### src/sv/assert_macros.svh
// Assertion macros used by the top-level design file
`ifndef ASSERT_MACROS_SVH
`define ASSERT_MACROS_SVH
`ifndef SYNTH
`define SKEK_ASSERT_IMPL(label, ante, cons) \
  label: assert property (@(posedge clk) disable iff (!rst_n) (ante) |-> (cons)) \
    else $error("%m: implication check failed");
`define SKEK_ASSERT_NEXT(label, ante, cons) \
  label: assert property (@(posedge clk) disable iff (!rst_n) (ante) |=> (cons)) \
    else $error("%m: next-cycle check failed");
`else
`define SKEK_ASSERT_IMPL(label, ante, cons)
`define SKEK_ASSERT_NEXT(label, ante, cons)
`endif
`endif

### src/sv/skek_pkg.sv
// Shared types and constants of the squared exponential kernel block
package skek_pkg;

  localparam int COORD_WIDTH_DEF     = 16;
  localparam int EXP_TABLE_DEPTH_DEF = 256;
  localparam int MAX_DIM_DEF         = 64;
  localparam int QUEUE_DEPTH         = 4;

  localparam int ACC_W        = 40;
  localparam int CFG_ADDR_W   = 2;
  localparam int CFG_DATA_W   = 24;
  localparam int KV_W         = 32;
  localparam int POS_SHIFT    = 22;
  localparam int TAYLOR_TERMS = 24;
  localparam int DIST_RANGE   = 64;

  localparam logic [ACC_W-1:0]      ACC_MAX    = '1;
  localparam logic [CFG_DATA_W-1:0] ILSQ_RESET = 24'h01_0000;
  localparam logic [CFG_DATA_W-1:0] SF2_RESET  = 24'h01_0000;

  typedef enum logic [CFG_ADDR_W-1:0] {
    CFG_MODE    = 2'd0,
    CFG_INV_LSQ = 2'd1,
    CFG_SIG_VAR = 2'd2
  } cfg_idx_t;

  typedef enum logic [1:0] {
    MODE_COV    = 2'd0,
    MODE_DLEN   = 2'd1,
    MODE_DSCALE = 2'd2
  } mode_t;

  typedef struct packed {
    logic [ACC_W-1:0] d2;
    logic             ovf;
  } job_t;

endpackage

### src/sv/skek_back.sv
// Square, scale and saturating accumulate pipeline; hands closed pairs to the finish unit
module skek_back #(
  parameter int COORD_WIDTH = skek_pkg::COORD_WIDTH_DEF
) (
  input  logic                                clk,
  input  logic                                rst_n,
  input  logic                                q_valid,
  input  logic [COORD_WIDTH:0]                q_data,
  output logic                                q_pop,
  input  logic [skek_pkg::CFG_DATA_W-1:0]     ilsq,
  output logic                                job_valid,
  output skek_pkg::job_t                      job,
  input  logic                                job_ready
);

  localparam int SQ_W   = 2 * COORD_WIDTH;
  localparam int PROD_W = SQ_W + skek_pkg::CFG_DATA_W;
  localparam int EXT_W  = (PROD_W > 57) ? PROD_W : 57;
  localparam int ACC_W  = skek_pkg::ACC_W;

  logic              v1_r;
  logic              c1_r;
  logic [SQ_W-1:0]   sq1_r;
  logic              v2_r;
  logic              c2_r;
  logic [PROD_W-1:0] prod2_r;
  logic [ACC_W-1:0]  acc_r;
  logic              ovf_r;

  logic              advance;
  logic [EXT_W-1:0]  prod_ext;
  logic [ACC_W-1:0]  term;
  logic              term_ovf;
  logic [ACC_W:0]    sum;
  logic              sat;
  logic [ACC_W-1:0]  acc_nxt;
  logic              ovf_nxt;

  assign advance   = !(v2_r && c2_r && !job_ready);
  assign q_pop     = advance && q_valid;
  assign job_valid = v2_r && c2_r;

  always_comb begin
    prod_ext = EXT_W'(prod2_r);
    term     = prod_ext[55:16];
    term_ovf = |prod_ext[EXT_W-1:56];
    sum      = {1'b0, acc_r} + {1'b0, term};
    sat      = term_ovf || sum[ACC_W];
    acc_nxt  = sat ? skek_pkg::ACC_MAX : sum[ACC_W-1:0];
    ovf_nxt  = ovf_r || sat;
    job.d2   = acc_nxt;
    job.ovf  = ovf_nxt;
  end

  always_ff @(posedge clk) begin
    if (advance) begin
      c1_r    <= q_data[COORD_WIDTH];
      sq1_r   <= SQ_W'(q_data[COORD_WIDTH-1:0]) * SQ_W'(q_data[COORD_WIDTH-1:0]);
      c2_r    <= c1_r;
      prod2_r <= PROD_W'(sq1_r) * PROD_W'(ilsq);
    end
  end

  always_ff @(posedge clk) begin
    if (!rst_n) begin
      v1_r  <= 1'b0;
      v2_r  <= 1'b0;
      acc_r <= '0;
      ovf_r <= 1'b0;
    end else if (advance) begin
      v1_r <= q_valid;
      v2_r <= v1_r;
      if (v2_r) begin
        if (c2_r) begin
          acc_r <= '0;
          ovf_r <= 1'b0;
        end else begin
          acc_r <= acc_nxt;
          ovf_r <= ovf_nxt;
        end
      end
    end
  end

endmodule

### config.mk
export PLATFORM = sky130hd
export DESIGN_NAME = skek_back
export DESIGN_NICKNAME = d
export VERILOG_FILES = /design/src/sv/assert_macros.svh /design/src/sv/skek_pkg.sv /design/src/sv/skek_back.sv
export SDC_FILE = /design/constraint.sdc
export NUM_CORES = 2
export LEC_CHECK = 0
export CAP_MARGIN = 10
export CELL_PAD_IN_SITES_DETAIL_PLACEMENT = 0
export CELL_PAD_IN_SITES_GLOBAL_PLACEMENT = 1
export CORE_UTILIZATION = 57
export CTS_CLUSTER_SIZE = 40
export DETAILED_ROUTE_END_ITERATION = 8
export DONT_BUFFER_PORTS = 1
export PLACE_DENSITY = 0.87
export SLEW_MARGIN = 15
export SYNTH_ARGS = -nofsm -noshare
export SYNTH_HDL_FRONTEND = slang
export SYNTH_SLANG_ARGS = --single-unit
### constraint.sdc
create_clock -name clk -period 14.2 [get_ports clk]
set_clock_uncertainty 0.05 [all_clocks]
set_input_delay 2.13 -clock clk [delete_from_list [all_inputs] [get_ports clk]]
set_output_delay 2.13 -clock clk [all_outputs]
set_load 0.01 [all_outputs]
==> results.cfg <==
[outcome]
status = complete, no violations

[global_route]
grt_usage_pct = 28.6
grt_max_degree = 63
gr-total-overflow = 0
first_global_vias = 27900
grt_pass1_wl_um = 147000
antenna_found_initial = 1

[route]
firstDrtPassIters = 7
wl_per_cell_um = 18.6
wl_met1_um = 37800
wl_met2_um = 41400
drt-vias-per-instance = 5.42
drtIter0Drc = 1627
num_vias = 25600
routed-wl-met3_um = 6940
top_layer = met4
post-route-drc-count = 0
drtAntennaViolNets = 0
wl_um = 87900

[timing]
min_period_over_period_pct = 60.6
hold_viol_final = 0
rsz0062_at_grt = no
setup_viol = 0
tightest_slew_ns = 1.26
relSlewSlack_pct = 15.7
finalSetupTns_ns = 0
post-route-min-period_ns = 8.60
max_freq_mhz = 116
slew_violations = 0
timing.hold.ws_ns = 0.374

[critical_path]
path_delay_family = adder cells
worstPathMaxFanout = 30
required_ns = 14.37
cp_cell_sequence = and2_1 -> fa_1 -> inv_1 -> fa_1 -> fa_1 -> inv_1 -> fa_1 -> inv_1 -> fa_1 -> fa_1 -> fa_1 -> inv_1 -> ha_1 -> a21oi_1 -> o21ai_0 -> or2_2 -> nand4b_1 -> o221ai_1 -> a21oi_1 -> a21oi_1 -> o21ai_1 -> a21oi_1 -> xnor2_1
critical-path-slowest-cell = fa_1
crit_top_cell = fa_1
endpoint_kind = register
rr_startpoint = sq1_r[22]$_DFFE_PN_
arrival_ns = 8.78
slowest_delay_ns = 0.59
critPathBufInv = 4
path_depth = 23
rr_worst_depth = 24
r2r_slack_ns = 6.00
critical_path_class = in -> reg
rr_endpoint = prod2_r[55]$_DFFE_PN_
start_kind = input pin

[placed_design]
io_buffers = 0
gp_congestion = 0.895
hpwl_um = 68800

[logic_synthesis]
synth_cells = 3988
netlist_area_mm2 = 0.0367
synth_seq_cells = 116
avgSynthCellArea_um2 = 9.21
yosys_warnings = 0
ys_seq_area_share_pct = 8.31
synth_edf_count = 73
synth_cell_types = 70
ys.flop_type = edfxtp_1
async_flop_share_pct = 0

[final_layout]
mostFrequentLayoutCells = inv_1 (935), fa_1 (810), nand2_1 (464)
area_growth_pct = 3.40
final_common_cell = inv_1
final_net_count = 5041
drive_above_1_share_pct = 1.96

[min_path]
hold_depth = 0
whs_endpoint = c2_r$_DFFE_PN_
hp-start = c1_r$_DFFE_PN_
hold_class = reg -> reg

[floorplanning]
rows = 92
die_area_mm2 = 0.0654
start_util_pct = 58.0
die_w_um = 256
num_io_pins = 88
die_h_um = 256
core_area_mm2 = 0.0633

[clocking]
cts-buffers-inserted = 17
post_cts_resized = 0
clockBufferDepth = 2
htreeDepth = 4
post_cts_buffers = 0
clkSinkCount = 116
clk-insertion-delay-late_ns = 0.48
cts_root_buf = clkbuf_16
cts_tree = done
path_clk_slew_ns = 0.06
cts_hold_buf = 0

[run]
maxCapViolations = 0
## cells in the mapped netlist, drive strengths merged, types with 20 or more instances
cell	count	area share (%)
ha	324	11
dfxtp	43	2.3
nand2	464	4.7
xnor2	76	1.8
nand3	28	0.38
and2	457	7.8
a21oi	106	1.5
o21ai	66	0.91
nor2	85	0.87
nor2b	20	0.36
inv	935	9.6
a21o	40	0.82
nand2b	38	0.65
fa	810	44
edfxtp	73	6.0
xor2	32	0.76
clkbuf	171	1.7
a22o	40	0.95
## area by class of cell
type	count	area (um^2)
Multi-Input combinational cell	2767	29500
Fill cell	5509	25300
Inverter	935	3510
Sequential cell	116	3050
Tap cell	846	1060
Clock buffer	22	518
Timing Repair Buffer	25	188
Clock inverter	10	113
Antenna cell	2	5.00
## kinds of logic after synthesis
kind of cell	synth area share [%]
compound gates	6.52
xor+xnor	2.58
fa+ha+maj	55.2
buf+inv	11.4
flops	8.31
mux	0.0579
other cells	0.0205
simple gates	15.9
## stage by stage
step / instance area (um^2) / setup WS, ns / instances / util [%]
finish: 38000 / 5.60 / 4723 / 60.0
global route: 38000 / 5.28 / 4721 / 60.0
CTS: 38000 / 5.64 / 4721 / 60.0
detailed placement: 37300 / 5.11 / 4689 / 59.0
global placement: 37300 / 5.21 / 4689 / 59.0
floorplan: 36800 / 5.71 / 3996 / -
## routing by layer
| layer | vias to the layer above | track usage (%) |
|---|---|---|
| met2 | 850 | 47.4 |
| met1 | 13000 | 38.3 |
| met3 | 122 | 6.14 |
| met4 | 0 | 6.92 |
| li1 | 11700 | - |
| met5 | - | 0 |
## how the worst max path moves through the flow
stage | from | endpoint | slack (ns)
floorplan | ilsq[3] | prod2_r[55]$_DFFE_PN_ | 5.71
global placement | ilsq[0] | prod2_r[55]$_DFFE_PN_ | 5.21
detailed placement | ilsq[0] | prod2_r[55]$_DFFE_PN_ | 5.11
CTS | ilsq[0] | prod2_r[55]$_DFFE_PN_ | 5.64
global route | ilsq[0] | prod2_r[55]$_DFFE_PN_ | 5.28
finish | ilsq[0] | prod2_r[55]$_DFFE_PN_ | 5.60
## sequential cells by signal, summed over array words and instances (netlist names)
register / flops
acc_r: 40
c1_r: 1
c2_r: 1
ovf_r: 1
prod2_r: 40
sq1_r: 31
v1_r: 1
v2_r: 1
## worst register-to-register path: cells and delay by family (launching register included)
family	cells	cell delay (ns)
AND/OR/NAND/NOR	3	0.75
AO/OA/AOI/OAI	7	1.61
buffers and inverters	5	0.29
flip-flops	1	1.19
XOR/XNOR	1	0.09
adder cells (fa/ha/maj)	8	3.99
Power is left out: the tool's default activity adds up to more than one toggle a clock period on the data nets, which glitch-free logic cannot reach.
