<file path="src/sv/assert_macros.svh">
// Assertion macros used by the top-level design file
`ifndef ASSERT_MACROS_SVH
`define ASSERT_MACROS_SVH
`ifndef SYNTH
`define SKEK_ASSERT_IMPL(label, ante, cons) \
  label: assert property (@(posedge clk) disable iff (!rst_n) (ante) |-> (cons)) \
    else $error("%m: implication check failed");
`define SKEK_ASSERT_NEXT(label, ante, cons) \
  label: assert property (@(posedge clk) disable iff (!rst_n) (ante) |=> (cons)) \
    else $error("%m: next-cycle check failed");
`else
`define SKEK_ASSERT_IMPL(label, ante, cons)
`define SKEK_ASSERT_NEXT(label, ante, cons)
`endif
`endif

</file>
<file path="src/sv/skek_pkg.sv">
// Shared types and constants of the squared exponential kernel block
package skek_pkg;

  localparam int COORD_WIDTH_DEF     = 16;
  localparam int EXP_TABLE_DEPTH_DEF = 256;
  localparam int MAX_DIM_DEF         = 64;
  localparam int QUEUE_DEPTH         = 4;

  localparam int ACC_W        = 40;
  localparam int CFG_ADDR_W   = 2;
  localparam int CFG_DATA_W   = 24;
  localparam int KV_W         = 32;
  localparam int POS_SHIFT    = 22;
  localparam int TAYLOR_TERMS = 24;
  localparam int DIST_RANGE   = 64;

  localparam logic [ACC_W-1:0]      ACC_MAX    = '1;
  localparam logic [CFG_DATA_W-1:0] ILSQ_RESET = 24'h01_0000;
  localparam logic [CFG_DATA_W-1:0] SF2_RESET  = 24'h01_0000;

  typedef enum logic [CFG_ADDR_W-1:0] {
    CFG_MODE    = 2'd0,
    CFG_INV_LSQ = 2'd1,
    CFG_SIG_VAR = 2'd2
  } cfg_idx_t;

  typedef enum logic [1:0] {
    MODE_COV    = 2'd0,
    MODE_DLEN   = 2'd1,
    MODE_DSCALE = 2'd2
  } mode_t;

  typedef struct packed {
    logic [ACC_W-1:0] d2;
    logic             ovf;
  } job_t;

endpackage

</file>
<file path="src/sv/skek_front.sv">
// Front end: accepts coordinate pairs, takes the absolute difference, marks pair close
module skek_front #(
  parameter int COORD_WIDTH = skek_pkg::COORD_WIDTH_DEF,
  parameter int MAX_DIM     = skek_pkg::MAX_DIM_DEF
) (
  input  logic                   clk,
  input  logic                   rst_n,
  input  logic                   in_tvalid,
  output logic                   in_tready,
  input  logic [COORD_WIDTH-1:0] first_coord,
  input  logic [COORD_WIDTH-1:0] second_coord,
  input  logic                   in_tlast,
  input  logic                   q_full,
  output logic                   q_push,
  output logic [COORD_WIDTH:0]   q_wdata
);

  localparam int CNT_W = (MAX_DIM > 1) ? $clog2(MAX_DIM) : 1;

  logic [CNT_W-1:0]     cnt_r;
  logic [CNT_W-1:0]     cnt_nxt;
  logic                 close;
  logic [COORD_WIDTH:0] diff;
  logic [COORD_WIDTH:0] mag;

  assign in_tready = !q_full;
  assign q_push    = in_tvalid && !q_full;

  always_comb begin
    diff    = {first_coord[COORD_WIDTH-1], first_coord}
            - {second_coord[COORD_WIDTH-1], second_coord};
    mag     = diff[COORD_WIDTH] ? ((COORD_WIDTH+1)'(0) - diff) : diff;
    close   = in_tlast || (cnt_r == CNT_W'(MAX_DIM - 1));
    cnt_nxt = close ? '0 : cnt_r + 1'b1;
    q_wdata = {close, mag[COORD_WIDTH-1:0]};
  end

  always_ff @(posedge clk) begin
    if (!rst_n) begin
      cnt_r <= '0;
    end else if (q_push) begin
      cnt_r <= cnt_nxt;
    end
  end

endmodule

</file>
<file path="config.mk">
export PLATFORM = sky130hd
export DESIGN_NAME = skek_front
export DESIGN_NICKNAME = d
export VERILOG_FILES = /design/src/sv/assert_macros.svh /design/src/sv/skek_pkg.sv /design/src/sv/skek_front.sv
export SDC_FILE = /design/constraint.sdc
export NUM_CORES = 1
export LEC_CHECK = 0
export BUFFER_PORTS_ARGS = -buffer_cell sky130_fd_sc_hd__buf_2
export CORE_MARGIN = 2
export CORE_UTILIZATION = 45
export DETAILED_ROUTE_END_ITERATION = 10
export GPL_TIMING_DRIVEN = 0
export PLACE_DENSITY_LB_ADDON = 0.1
export SYNTH_ARGS = -nofsm -noshare
export SYNTH_HDL_FRONTEND = slang
export SYNTH_SLANG_ARGS = --single-unit
export TNS_END_PERCENT = 30
</file>
<file path="constraint.sdc">
create_clock -name clk -period 2.6 [get_ports clk]
set_clock_uncertainty 0.15 [all_clocks]
set_input_delay 0.13 -clock clk [delete_from_list [all_inputs] [get_ports clk]]
set_output_delay 0.13 -clock clk [all_outputs]
set_load 0.1 [all_outputs]
</file>
==> results.sh <==
export IMPL_ys_top_cells_by_area="ha_1, xnor2_1, dfxtp_1, inv_1, xor2_1"
export IMPL_syn_area_sq_um=1550
export IMPL_avgRoutedWirePerCell_um=16.4
export IMPL_nets=335
export IMPL_required_ns=2.32
export IMPL_pwr_density_cell_nw_per_um2=723
export IMPL_overflow=0
export IMPL_max_vdd_ir_drop_v=0.000384
export IMPL_whs_endpoint="cnt_r[1]"
export IMPL_sequentialPowerShare_pct=4.9
export IMPL_cts_root_buf="clkbuf_4"
export IMPL_io_pins=56
export IMPL_synth_seq_area_share_pct=7.75
export IMPL_maxCapViolCount=0
export IMPL_row_count=21
export IMPL_rr_worst_depth=6
export IMPL_tritoncts="yes"
export IMPL_fmax_mhz=306
export IMPL_route_vias_total=1781
export IMPL_die_x_um=62.7
export IMPL_tns_ns=-8.43
export IMPL_synth_seq_cells=6
export IMPL_min_period_ns=3.26
export IMPL_timing_final_ws_setup_ns=-0.663
export IMPL_core_area_sq_um=3310
export IMPL_gp_congestion=0.816
export IMPL_dr_pass1_iters=4
export IMPL_registers_top_by_ff_count="cnt_r"
export IMPL_hpwlAfterDp_mm=2.92
export IMPL_crit_path_max_fanout=4
export IMPL_cp_end_kind="output port"
export IMPL_cts_sinks=6
export IMPL_syn_inst=206
export IMPL_final_antenna_net_count=0
export IMPL_grt_pass1_vias=1669
export IMPL_worstReg2RegEnd="cnt_r[1]"
export IMPL_reg_top3="cnt_r: 6 flops"
export IMPL_worst_ep_arrival_time_ns=2.98
export IMPL_crit_path_start_kind="input pin"
export IMPL_start_util_pct=46.8
export IMPL_pwr_share_clk_pct=4.3
export IMPL_portBuffers=55
export IMPL_crit_reg2reg_launch="cnt_r[0]"
export IMPL_antenna_found_initial=0
export IMPL_rsz0062_at_grt="true"
export IMPL_path_clk_slew_ns=0.04
export IMPL_internal_power_w=0.000803
export IMPL_area_growth_pct=73.9
export IMPL_final_cells=323
export IMPL_wl_mm=5.31
export IMPL_avgSynthCellArea_sq_um=7.52
export IMPL_drc=0
export IMPL_min_period_over_period_pct=126
export IMPL_syn_nets=262
export IMPL_yosysTopAreaCell="ha_1"
export IMPL_setup_viol=15
export IMPL_die_area_sq_um=3930
export IMPL_yosysTopAreaCellShare_pct=14.5
export IMPL_n_antenna_cell=0
export IMPL_finalHoldViolations=0
export IMPL_p_comb_share_pct=90.8
export IMPL_synth_most_common_cell="inv_1"
export IMPL_fill_cells=181
export IMPL_hold_path_class="input pin to flop"
export IMPL_clk_path_buf_depth=2
export IMPL_clkLatencyLatePin_ns=0.24
export IMPL_fin_util_pct=81.4
export IMPL_initialDrtViolationCount=104
export IMPL_switching_share_pct=58.8
export IMPL_design_power_total_w=0.00195
export IMPL_die_h_um=62.7
export IMPL_synth_flop_cell="dfxtp_1"
export IMPL_rrSetupSlack_ns=1.10
export IMPL_min_delay_start="in_tvalid"
export IMPL_synthTopCellsByCount="inv_1, nand2_1, ha_1, xnor2_1, nor2_1"
export IMPL_yosysUniqueCellTypes=51
export IMPL_htreeDepth=1
export IMPL_slew_headroom_pct=54.2
export IMPL_switching_power_w=0.00114
export IMPL_grt_pass1_wl_mm=7.59
export IMPL_synth_edff_count=0
export IMPL_p_leak_nw=1.23
export IMPL_violations="negative setup slack"
export IMPL_drive_above_1_share_pct=48.4
export IMPL_track_usage_pct=23.5
export IMPL_worst_slew_pin_slew_ns=0.682
export IMPL_status="finished with violations"
export IMPL_largest_reg_flops=6
export IMPL_whs_path_depth=4
export IMPL_vias_per_cell=5.51
export IMPL_grt_max_degree=10
export IMPL_dp_cells=307
export IMPL_async_flop_share_pct=0
export IMPL_synth_warnings=0
export IMPL_crit_type="input pin to output port"
export IMPL_finalMaxSlewViolations=0
export IMPL_cts_buffers=3
what timing repair did:
| item | CTS | global route |
|---|---|---|
| endpoints found under the setup margin | 15 | 15 |
| hold buffers | 1 | 0 |
| cloned | 1 | 0 |
| gates resized for setup | 67 | 19 |
| endpoints found under the hold margin | 2 | 0 |
| pin swaps | 12 | 16 |
| setup buffers | 6 | 5 |
critical path, cell delays in order:
cell      delay [ns]
buf_12          0.11
inv_12          0.04
ha_4            0.13
inv_2           0.04
fa_2            0.33
a21o_1          0.23
a221oi_4        0.33
o21ba_4         0.22
o21bai_4        0.08
a21oi_4         0.19
mux2_4          0.33
a221oi_4        0.31
nand3_4         0.14
xnor2_4         0.18
buf_12          0.19
cell families after synthesis:
group	Yosys count	synth area share [%]
AND/OR/NAND/NOR	63	20.8
buffers and inverters	30	8.56
adder cells (fa/ha/maj)	19	15.8
multiplexers	1	0.727
flip-flops	6	7.75
AO/OA/AOI/OAI	57	28.4
XOR/XNOR	30	17.9
power groups by stage:
| stage | Clock (W) | Sequential (W) | Combinational (W) |
|---|---|---|---|
| 4_1_cts | 0.0000871 | 0.0000954 | 0.00164 |
| 3_5_place_dp | 0 | 0.0000971 | 0.00136 |
| 6_report | 0.0000836 | 0.0000955 | 0.00177 |
| 5_1_grt | 0.0000961 | 0.0000956 | 0.00183 |
| 3_3_place_gp | 0 | 0.0000971 | 0.00135 |
| 2_1_floorplan | 0 | 0.0000969 | 0.00119 |
area by class of cell:
class / count / area (sq um) / area share [%]
Sequential cell: 6 / 120 / 4.46
Multi-Input combinational cell: 170 / 1750 / 65.1
Tap cell: 46 / 57.6 / 2.14
Timing Repair Buffer: 68 / 588 / 21.8
Clock buffer: 3 / 22.5 / 0.836
Buffer: 4 / 41.3 / 1.53
Inverter: 26 / 110 / 4.09
per-layer routing:
metal	GRT usage [%]	share of wire, %	vias up
li1	-	-	859
met1	27.6	40	853
met2	44.6	54	59
met3	3.24	3.9	10
met4	5.28	2.3	0
met5	0	0	-
through the flow:
stage / setup slack, ns / hold slack, ns / instance area (sq um)
floorplan: -0.611 / 0.108 / 1900
global placement: -0.939 / 0.227 / 2230
detailed placement: -0.972 / 0.235 / 2230
CTS: -0.683 / 0.104 / 2550
global route: -0.791 / 0.144 / 2690
finish: -0.663 / 0.112 / 2690
placed cells by master (no fill, tap or decap), types with 4 or more instances in the layout:
cell     netlist  final
ha_1          18     17
xor2_1        10      5
buf_2          1     39
a21oi_1        9      9
xnor2_2        2      5
inv_1         25     23
nor2_1        14     14
xnor2_1       18      5
dfxtp_1        6      6
buf_6          2      9
a21o_1         6      6
nor3_1         5      4
buf_4          1     11
o21ai_2        3      4
nand2_1       19     15
xnor2_4        0     10
o21ai_0       12      7
xor2_4         0      4
buf_12         0     12
how the worst max path moves through the flow:
stage,from,slack [ns],depth (start not counted),to
detailed placement,first_coord[0],-0.97,15,q_wdata[15]
global placement,first_coord[0],-0.94,15,q_wdata[15]
floorplan,first_coord[0],-0.61,13,q_wdata[15]
global route,first_coord[0],-0.79,15,q_wdata[14]
CTS,first_coord[0],-0.68,15,q_wdata[15]
finish,first_coord[0],-0.66,15,q_wdata[15]
No activity file was read; power rests on OpenSTA's default activity.
