File: src/sv/assert_macros.svh
// Assertion macros used by the top-level design file
`ifndef ASSERT_MACROS_SVH
`define ASSERT_MACROS_SVH
`ifndef SYNTH
`define SKEK_ASSERT_IMPL(label, ante, cons) \
  label: assert property (@(posedge clk) disable iff (!rst_n) (ante) |-> (cons)) \
    else $error("%m: implication check failed");
`define SKEK_ASSERT_NEXT(label, ante, cons) \
  label: assert property (@(posedge clk) disable iff (!rst_n) (ante) |=> (cons)) \
    else $error("%m: next-cycle check failed");
`else
`define SKEK_ASSERT_IMPL(label, ante, cons)
`define SKEK_ASSERT_NEXT(label, ante, cons)
`endif
`endif

File: src/sv/skek_pkg.sv
// Shared types and constants of the squared exponential kernel block
package skek_pkg;

  localparam int COORD_WIDTH_DEF     = 16;
  localparam int EXP_TABLE_DEPTH_DEF = 256;
  localparam int MAX_DIM_DEF         = 64;
  localparam int QUEUE_DEPTH         = 4;

  localparam int ACC_W        = 40;
  localparam int CFG_ADDR_W   = 2;
  localparam int CFG_DATA_W   = 24;
  localparam int KV_W         = 32;
  localparam int POS_SHIFT    = 22;
  localparam int TAYLOR_TERMS = 24;
  localparam int DIST_RANGE   = 64;

  localparam logic [ACC_W-1:0]      ACC_MAX    = '1;
  localparam logic [CFG_DATA_W-1:0] ILSQ_RESET = 24'h01_0000;
  localparam logic [CFG_DATA_W-1:0] SF2_RESET  = 24'h01_0000;

  typedef enum logic [CFG_ADDR_W-1:0] {
    CFG_MODE    = 2'd0,
    CFG_INV_LSQ = 2'd1,
    CFG_SIG_VAR = 2'd2
  } cfg_idx_t;

  typedef enum logic [1:0] {
    MODE_COV    = 2'd0,
    MODE_DLEN   = 2'd1,
    MODE_DSCALE = 2'd2
  } mode_t;

  typedef struct packed {
    logic [ACC_W-1:0] d2;
    logic             ovf;
  } job_t;

endpackage

File: src/sv/skek_fifo.sv
// Short queue between the front end and the accumulate pipeline
module skek_fifo #(
  parameter int W     = skek_pkg::COORD_WIDTH_DEF + 1,
  parameter int DEPTH = skek_pkg::QUEUE_DEPTH
) (
  input  logic         clk,
  input  logic         rst_n,
  input  logic         push,
  input  logic [W-1:0] wdata,
  output logic         full,
  input  logic         pop,
  output logic         valid,
  output logic [W-1:0] rdata
);

  localparam int PTR_W = (DEPTH > 1) ? $clog2(DEPTH) : 1;
  localparam int CNT_W = $clog2(DEPTH + 1);

  logic [W-1:0]     mem_r [DEPTH];
  logic [PTR_W-1:0] wr_ptr_r;
  logic [PTR_W-1:0] rd_ptr_r;
  logic [CNT_W-1:0] count_r;
  logic             do_pop;

  assign full   = (count_r == CNT_W'(DEPTH));
  assign valid  = (count_r != '0);
  assign rdata  = mem_r[rd_ptr_r];
  assign do_pop = pop && valid;

  always_ff @(posedge clk) begin
    if (push) begin
      mem_r[wr_ptr_r] <= wdata;
    end
  end

  always_ff @(posedge clk) begin
    if (!rst_n) begin
      wr_ptr_r <= '0;
      rd_ptr_r <= '0;
      count_r  <= '0;
    end else begin
      if (push) begin
        wr_ptr_r <= (wr_ptr_r == PTR_W'(DEPTH - 1)) ? '0 : wr_ptr_r + 1'b1;
      end
      if (do_pop) begin
        rd_ptr_r <= (rd_ptr_r == PTR_W'(DEPTH - 1)) ? '0 : rd_ptr_r + 1'b1;
      end
      if (push && !do_pop) begin
        count_r <= count_r + 1'b1;
      end else if (!push && do_pop) begin
        count_r <= count_r - 1'b1;
      end
    end
  end

endmodule

File: config.mk
export PLATFORM = sky130hd
export DESIGN_NAME = skek_fifo
export DESIGN_NICKNAME = d
export VERILOG_FILES = /design/src/sv/assert_macros.svh /design/src/sv/skek_pkg.sv /design/src/sv/skek_fifo.sv
export SDC_FILE = /design/constraint.sdc
export NUM_CORES = 1
export LEC_CHECK = 0
export BUFFER_PORTS_ARGS = -buffer_cell sky130_fd_sc_hd__buf_2
export CORE_UTILIZATION = 56
export CTS_BUF_LIST = sky130_fd_sc_hd__clkbuf_16
export DETAILED_ROUTE_END_ITERATION = 8
export PLACE_DENSITY = 0.8
export SLEW_MARGIN = 20
export SYNTH_ARGS = -nofsm -noshare
export SYNTH_HDL_FRONTEND = slang
export SYNTH_SLANG_ARGS = --single-unit
File: constraint.sdc
create_clock -name clk -period 3 [get_ports clk]
set_clock_uncertainty 0.1 [all_clocks]
set_input_delay 0.3 -clock clk [delete_from_list [all_inputs] [get_ports clk]]
set_output_delay 0.3 -clock clk [all_outputs]
set_load 0.005 [all_outputs]
==> results of run 1 <==
==> critical path: cells and delay by family (launching register included) <==
| kind | cells | cell delay [ns] |
|---|---|---|
| AOI/OAI and AO/OA | 2 | 0.66 |
| xor gates and xnor gates | 1 | 0.16 |
| adders and majority gates | 2 | 0.66 |
| buffers and inverters | 1 | 0.07 |
| DFF | 1 | 0.36 |
| and+or+nand+nor | 1 | 0.34 |
==> metal layers <==
metal	wire length [um]	track usage	up-vias
li1	-	-	656
met1	1800	0.205	669
met2	2460	0.299	35
met3	226	0.0623	2
met4	10	0.0587	0
met5	0	0	-
==> kinds of logic after synthesis <==
group / after synthesis
AOI/OAI and AO/OA: 5
muxes: 20
xor gates and xnor gates: 2
adders and majority gates: 7
buffers and inverters: 7
and+or+nand+nor: 17
DFF: 77
==> per-stage QoR <==
stage	hold slack, ns	instance area (um^2)	util	setup WS [ns]
6_report	0.100	3480	0.682	0.577
5_1_grt	0.0926	3480	0.682	0.412
4_1_cts	0.0921	3480	0.682	0.573
3_5_place_dp	0.419	3200	0.627	0.608
3_3_place_gp	0.389	3200	0.627	0.771
2_1_floorplan	0.299	2950	-	0.820
==> layout by cell type, fill, tap and decap left out <==
master	Yosys	layout
nand3_1	2	2
nor3b_1	1	1
clkinvlp_4	0	1
mux4_2	10	10
clkbuf_16	0	9
nor2b_1	3	3
nand2_1	2	2
mux4_1	7	7
and2_1	5	5
xnor2_1	1	1
clkinv_1	0	1
inv_1	3	5
mux2i_1	3	3
edfxtp_1	68	68
clkinv_2	0	2
ha_1	6	6
o31ai_1	1	1
xor2_1	1	1
nor2_1	2	2
or3_1	2	2
fa_1	1	1
buf_2	2	39
bufinv_16	0	1
dfxtp_1	9	9
a21boi_0	1	1
o21ai_0	3	3
buf_4	0	1
==> state kept, by name (all words and copies together) (netlist names), named ones only <==
| name | flops |
|---|---|
| rd_ptr_r | 2 |
| mem_r | 68 |
| count_r | 3 |
| wr_ptr_r | 2 |
==> where the power goes <==
| part | total [mW] | internal, mW | switching [mW] | leakage (nW) |
|---|---|---|---|---|
| Clock | 0.996 | 0.631 | 0.366 | 0.145 |
| Combinational | 0.463 | 0.273 | 0.189 | 0.406 |
| Sequential | 1.32 | 1.25 | 0.0776 | 0.699 |
==> layout make-up <==
class / instances / area [um^2] / share of cell area
flip-flops and latches: 77 / 2220 / 0.638
well taps: 70 / 87.6 / 0.0251
clock inverters: 7 / 58.8 / 0.0169
repair buffers: 40 / 203 / 0.0582
inverters: 3 / 11.3 / 0.00323
clock buffers: 9 / 225 / 0.0646
multi-input cells: 51 / 677 / 0.194
==> final timing paths <==
path | from | endpoint | slack, ns | depth (start not counted)
min | wdata[11] | mem_r[2][11] | 0.10 | 1
min reg2reg | rd_ptr_r[1] | rd_ptr_r[1] | 0.44 | 2
max | count_r[0] | count_r[2] | 0.58 | 7
max reg2reg | count_r[0] | count_r[2] | 0.58 | 7
==> metrics, run 1 <==
status=finished clean; Power, Total=between 2 and 3 mW; WL final=4.50 mm; share of the synthesized area in the top cell type=0.692; Worst path max stage delay=~0.48 ns; H-tree levels=3; RSZ-0062 raised after global routing=no; EDFF count, synth=68; Critical Path Source Type=flop; diodes inserted=0; fin crit period=2.42 ns; Iter 0 DRT Violations=between 50 and 60; setup tns final=0 ns; most frequent cell after synthesis=edfxtp_1; Pre-antenna DRT Iters=4; Pwr Density=around 800 nW/um^2; post-route clock period utilization=0.808; synthesis-to-finish area growth=18.1%; Synth async-reset ratio=0; Initial Util=0.578; Max VDD drop=approximately 0.00046 V; post-synth top area cell=edfxtp_1; remaining antenna violation count=0; kind of critical path=flop to flop; Hold Crit Class=input pin to flop; Setup-failing EPs final=0; global route total overflow=0; count of final hold-check violations=0; top cells by count, synth=68 x edfxtp_1, 10 x mux4_2, 9 x dfxtp_1, 7 x mux4_1, 6 x ha_1; Num CTS Buffers=9; via count=1362; Tightest Pin Transition=0.878 ns; hold_buf cts=0; Max Cap Violations=0; fmax=between 400 and 500 MHz; DRC errors left=0; clk sinks=77; Filler cells=~320; Leak=approximately 1.3 nW; final net count=210; Crit-path slowest cell=o31ai_1; Die W=~75 um; mapped cell area=slightly below 3000 um^2; core region area=about 5100 um^2; crit path max fanout=5; CTS tree=done; number of global-route vias before repair=between 1000 and 1500; synthesized instance count=~140; DR vias/cell=approximately 5.3; Synth Area in Simple Gates=0.0322; Clock Latency Late Sink=0.31 ns; adder-cell share of the synthesized area=0.0322; top cells by area, synth=edfxtp_1 69%, mux4_2 7.6%, mux4_1 6.2%, dfxtp_1 6.1%, ha_1 2.5%; Synth Area per Inst=21.9 um^2; wire per inst=17.5 um; Worst Path Required=around 3.1 ns; sequential fraction of the synthesis area=0.753; CP endpoint kind=flop; multiplexer area fraction after synthesis=0.149; YS warnings=0; ratio of cells with drive above 1 in the final layout=0.337; row count=26; DPL Wire Length=around 2.9 mm; Post-Synthesis Net Count=around 160; All-Layer GR Usage=0.174; initial antenna violation count=0; Synth Register Bits=just under 80; die area=5570 um^2; PortBufs=39; chip height=74.6 um; Post-CTS Resized=0; routability cong.=~0.7; worst rel slew slack=0.415; largest net degree at the start of global routing=18; crit-path cells=o31ai_1 -> ha_1 -> inv_1 -> fa_1 -> xor2_1 -> or3_1 -> a21boi_0; main combinational cell family by area after synthesis=multiplexers; XOR/XNOR Fraction of Synth Area=0.00593; max-slew violation count=0; clock-pin slew of the registers on the worst-case setup and hold paths=about 0.050 ns; Setup Buffers After CTS=0; CP arrival=2.56 ns; io pins=40; Synth Flop Type=edfxtp_1; first-pass GRT wire length=around 6.7 mm; placed insts=between 200 and 250; clk root buf=clkbuf_16; Clock Path Buffers=2; post-synthesis cell type count=23; post-synthesis compound-gate area fraction=0.0102; Final Non-Filler Cells=between 200 and 300
Note: power is estimated with default switching activity, not from simulation.
==> run 2, diff against run 1 <==
--- a/config.mk
+++ b/config.mk
@@ -6,10 +6,10 @@
 export NUM_CORES = 1
 export LEC_CHECK = 0
 export BUFFER_PORTS_ARGS = -buffer_cell sky130_fd_sc_hd__buf_2
-export CORE_UTILIZATION = 56
+export CORE_UTILIZATION = 51
 export CTS_BUF_LIST = sky130_fd_sc_hd__clkbuf_16
 export DETAILED_ROUTE_END_ITERATION = 8
-export PLACE_DENSITY = 0.8
+export PLACE_DENSITY = 0.77
 export SLEW_MARGIN = 20
 export SYNTH_ARGS = -nofsm -noshare
 export SYNTH_HDL_FRONTEND = slang
==> constraint.sdc (replaced) <==
create_clock -name clk -period 2.2 [get_ports clk]
set_clock_uncertainty 0.1 [all_clocks]
set_input_delay 0.22 -clock clk [delete_from_list [all_inputs] [get_ports clk]]
set_output_delay 0.22 -clock clk [all_outputs]
set_load 0.005 [all_outputs]
==> run 2 against run 1 <==
Cell count grew 2.3%. Critical path depth is the same. Clock power grew 53%. Cell area grew 2.1%. Count of clock-buffer cells in the layout is the same. Wire length grew 8.0%. Largest power group unchanged. Combinational power grew 57%. Largest cell class unchanged. Worst hold slack lost 0.093 ns. Sequential power grew 33%. Flip-flop and latch count is the same.
==> metrics, run 2 (synthesis results as in run 1) <==
routability cong.=0.689 (-0.72%); Setup WS post-layout=0.0348 ns (-0.542 ns); wire per inst=18.5 um (+5.5%); via count=1455 (+6.8%); Sequential Area=2220 um^2 (unchanged); max reg flops=68 (unchanged); CP arrival=2.32 ns (-0.24 ns); largest net degree at the start of global routing=18 (unchanged); kind of critical path=flop to flop; first-pass GRT wire length=7.36 mm (+10%); Largest Register=mem_r; Max VDD drop=0.000671 V (+46%); remaining antenna violation count=0 (unchanged); Max Cap Violations=0 (unchanged); Tightest Pin Transition=0.894 ns (+0.0157 ns); commonest non-fill, non-tap cells in the layout=68 x edfxtp_1, 39 x buf_2, 10 x mux4_2; ratio of cells with drive above 1 in the final layout=0.372 (+0.0348); footprint of the multi-input gates=688 um^2 (+1.7%); Die W=78.1 um (+4.7%); crit path max fanout=5 (unchanged); All-Layer GR Usage=0.170 (-0.00442); Critical Path Source Type=flop; Power, Total=4.00 mW (+44%); Pwr Density=1120 nW/um^2 (+41%); number of global-route vias before repair=1501 (+9.9%); WL final=4.85 mm (+8.0%); diodes inserted=0 (unchanged); core region area=5540 um^2 (+8.5%); Pre-antenna DRT Iters=4 (unchanged); final net count=214 (+1.9%); post-layout util=0.642 (-0.0400); Initial Util=0.533 (-0.0452); max-slew violation count=0 (unchanged); H-tree levels=3 (unchanged); chip height=78.1 um (+4.7%); fin crit period=2.17 ns (-0.258 ns); Placed Area=3230 um^2 (+0.78%); clock-pin slew of the registers on the worst-case setup and hold paths=0.06 ns (about the same); Num CTS Buffers=9 (unchanged); DRC errors left=0 (unchanged); CP endpoint kind=flop; io pins=40 (unchanged); clk root buf=clkbuf_16; count of final hold-check violations=0 (unchanged); clk sinks=77 (unchanged); fin area=3560 um^2 (+2.1%); worst rel slew slack=0.404 (-0.0105); DPL Wire Length=2.94 mm (+1.3%); synthesis-to-finish area growth=20.6%; status=finished clean; top flop regs=mem_r x68, count_r x3; CTS tree=done; die area=6100 um^2 (+9.5%); commonest non-fill, non-tap cell in the layout=edfxtp_1; hold_buf cts=0 (unchanged); initial antenna violation count=0 (unchanged); Clock Path Buffers=2 (unchanged); fmax=462 MHz (+12%); Iter 0 DRT Violations=94 (+59%); PortBufs=39 (unchanged); global route total overflow=0 (unchanged); Leak=1.27 nW (+2.0%); row count=27 (+3.8%); post-route clock period utilization=0.984 (+0.176); Setup-failing EPs final=0 (unchanged); DR vias/cell=5.53 (+4.4%); pre-CTS WS=-0.0833 ns (-0.692 ns); Clock Latency Late Sink=0.32 ns (about the same); Worst Path Required=2.35 ns (-0.79 ns); placed insts=246 (+2.1%); Final Non-Filler Cells=263 (+2.3%); Hold Crit Class=input pin to flop; Filler cells=393 (+21%)
[run 2: path summary, 6_finish.rpt]
kind	startpoint	end	slack [ns]	cells past startpoint
min reg2reg	rd_ptr_r[1]	rd_ptr_r[1]	0.46	2
max	count_r[2]	count_r[2]	0.03	7
max reg2reg	count_r[2]	count_r[2]	0.03	7
min	wdata[3]	mem_r[0][3]	0.008	1
[run 2: repair_timing]
item,4_1_cts,5_1_grt
resized for setup,3,1
buffers inserted,0,1
endpoints found under the setup margin,1,1
pin swaps,1,3
[run 2: final cells by class]
cell class,count,share of cell area
repair buffers,44,0.0654
multi-input cells,51,0.193
inverters,3,0.00316
well taps,72,0.0253
clock buffers,9,0.0633
flip-flops and latches,77,0.624
clock inverters,7,0.0250
[run 2: power breakdown]
group | total [mW] | switching, mW | internal [mW]
Clock | 1.52 | 0.534 | 0.986
Combinational | 0.725 | 0.328 | 0.397
Sequential | 1.76 | 0.0584 | 1.70
Total | 4.00 | 0.921 | 3.08
[run 2: metrics by stage]
step,hold WS (ns),TNS [ns]
2_1_floorplan,0.219,0
4_1_cts,0.00332,0
3_5_place_dp,0.337,-0.0833
5_1_grt,0.00158,-0.0265
3_3_place_gp,0.329,0
6_report,0.00774,0
[run 2: metal layers]
metal	global-route usage	up-vias	part of all wire	wire length [um]
met5	0	-	0	0
met4	0.0926	0	0.018	89
met3	0.0384	8	0.050	241
met2	0.311	45	0.56	2720
met1	0.181	749	0.37	1800
li1	-	653	-	-
[run 2: worst max-delay path, cell delays in order (launching register included)]
cell      delay, ns
dfxtp_1        0.34
o31ai_2        0.32
ha_2           0.24
inv_1          0.05
fa_1           0.38
xor2_1         0.16
or3_1          0.35
a21boi_2       0.15
==> run 3, diff against run 2 <==
--- a/config.mk
+++ b/config.mk
@@ -9,6 +9,7 @@
 export CORE_UTILIZATION = 51
 export CTS_BUF_LIST = sky130_fd_sc_hd__clkbuf_16
 export DETAILED_ROUTE_END_ITERATION = 8
+export HOLD_SLACK_MARGIN = 0.12
 export PLACE_DENSITY = 0.77
 export SLEW_MARGIN = 20
 export SYNTH_ARGS = -nofsm -noshare
==> run 3 against run 2 <==
Cell count grew 6.5%. Worst hold slack improved by 0.12 ns. Setup slack got worse by 0.0039 ns. Combinational power grew 3.3%. Global-route usage up 0.42 points. Largest power group unchanged.
==> metrics, run 3 (synthesis results as in run 1) <==
status=finished clean; die area=6100 um^2 (unchanged); Initial Util=0.533 (unchanged); R2R Path End=count_r[2]; crit-path cells=o31ai_2 -> ha_2 -> inv_1 -> fa_1 -> xor2_1 -> or3_1 -> a21boi_2; CP endpoint kind=flop; All-Layer GR Usage=0.174 (+0.00419); DPL Wire Length=2.94 mm (unchanged); clock-pin slew of the registers on the worst-case setup and hold paths=0.06 ns (about the same); fmax=461 MHz (-0.18%); max-slew violation count=0 (unchanged); Pre-antenna DRT Iters=4 (unchanged); Pwr Density=1080 nW/um^2 (-3.9%); max reg flops=68 (unchanged); post-route clock period utilization=0.986 (+0.00176); clk sinks=77 (unchanged); CTS tree=done; commonest non-fill, non-tap cells in the layout=68 x edfxtp_1, 39 x buf_2, 17 x dlygate4sd3_1; Num CTS Buffers=9 (unchanged); Largest Register=mem_r; count of final hold-check violations=0 (unchanged); Hold Crit Class=input pin to flop; Worst Setup EP=count_r[2]; hold path depth=2 (+1); largest net degree at the start of global routing=18 (unchanged); Worst path max stage delay=0.38 ns (about the same); fin area=3730 um^2 (+4.8%); Die W=78.1 um (unchanged); R2R cell count=7 (unchanged); first-pass GRT wire length=7.58 mm (+3.0%); wire per inst=17.6 um (-4.4%); crit path max fanout=5 (unchanged); ratio of cells with drive above 1 in the final layout=0.341 (-0.0304); H-tree levels=3 (unchanged); Setup WS post-layout=0.0309 ns (-0.00388 ns); Leak=1.35 nW (+5.6%); chip height=78.1 um (unchanged); DR vias/cell=5.34 (-3.5%); FF-to-FF setup slack=0.03 ns (about the same); Max VDD drop=0.000667 V (-0.51%); Setup-failing EPs final=0 (unchanged); Reg-to-Reg Start=count_r[2]; Max Cap Violations=0 (unchanged); pre-CTS WS=-0.0833 ns (unchanged); Worst Path Required=2.35 ns (about the same); Crit-path slowest cell=fa_1; DRC errors left=0 (unchanged); post-layout util=0.673 (+0.0307); top flop regs=mem_r x68, count_r x3; WL final=4.94 mm (+1.8%); commonest non-fill, non-tap cell in the layout=edfxtp_1; Clock Latency Late Sink=0.32 ns (about the same); Placed Area=3230 um^2 (unchanged); row count=27 (unchanged); routability cong.=0.689 (unchanged); number of global-route vias before repair=1550 (+3.3%); Filler cells=378 (-3.8%); fin crit period=2.17 ns (+0.00388 ns); global route total overflow=0 (unchanged); Iter 0 DRT Violations=98 (+4.3%); Hold WS=0.129 ns (+0.121 ns); final net count=231 (+7.9%); via count=1495 (+2.7%); diodes inserted=0 (unchanged); remaining antenna violation count=0 (unchanged); kind of critical path=flop to flop; Tightest Pin Transition=0.920 ns (+0.0265 ns); Clock Path Buffers=2 (unchanged); io pins=40 (unchanged); core region area=5540 um^2 (unchanged); worst rel slew slack=0.386 (-0.0177); initial antenna violation count=0 (unchanged); clk root buf=clkbuf_16; PortBufs=39 (unchanged); CP arrival=2.32 ns (about the same); Critical Path Source Type=flop; synthesis-to-finish area growth=26.3%; Setup crit start=count_r[2]
[run 3: cell type report]
type / instances / area [um^2] / share of cell area
flip-flops and latches: 77 / 2220 / 0.596
multi-input cells: 51 / 688 / 0.185
repair buffers: 61 / 403 / 0.108
clock buffers: 9 / 225 / 0.0604
well taps: 72 / 90.1 / 0.0242
clock inverters: 7 / 88.8 / 0.0238
inverters: 3 / 11.3 / 0.00302
[run 3: worst max-delay path: cells and delay by family, from the launching register on]
kind / cells / cell delay (ns)
buf+inv: 1 / 0.05
compound gates: 2 / 0.47
xor+xnor: 1 / 0.16
simple gates: 1 / 0.35
flops: 1 / 0.34
fa+ha+maj: 2 / 0.62
[run 3: layer usage]
metal | vias to the layer above | track usage | share of wire
met2 | 42 | 0.314 | 0.55
met5 | - | 0 | 0
met4 | 0 | 0.0963 | 0.017
li1 | 688 | - | -
met1 | 756 | 0.190 | 0.39
met3 | 9 | 0.0372 | 0.039
[run 3: power by group]
group | leakage, nW | switching (mW) | internal (mW)
registers | 0.699 | 0.0588 | 1.70
logic | 0.496 | 0.332 | 0.417
clock network | 0.151 | 0.537 | 0.986
total | 1.35 | 0.927 | 3.10
[run 3: timing repair]
action | CTS | global route
pin swaps | 1 | 3
hold buffers | 17 | 0
buffers inserted | 0 | 1
endpoints found under the setup margin | 1 | 1
gates resized for setup | 3 | 1
endpoints found under the hold margin | 68 | 0
[run 3: worst min path at each step]
| stage | startpoint | to | slack, ns |
|---|---|---|---|
| 5_1_grt | rst_n | wr_ptr_r[0] | 0.13 |
| 2_1_floorplan | wdata[0] | mem_r[0][0] | 0.22 |
| 3_5_place_dp | wdata[0] | mem_r[2][0] | 0.34 |
| 3_3_place_gp | wdata[8] | mem_r[3][8] | 0.33 |
| 4_1_cts | rst_n | wr_ptr_r[0] | 0.13 |
| 6_report | rst_n | wr_ptr_r[1] | 0.13 |
[run 3: metrics by stage]
step | instances | total power [mW] | TNS (ns)
2_1_floorplan | 135 | 2.27 | 0
5_1_grt | 280 | 4.17 | -0.0265
6_report | 280 | 4.03 | 0
3_5_place_dp | 246 | 2.49 | -0.0833
3_3_place_gp | 246 | 2.45 | 0
4_1_cts | 279 | 4.04 | 0
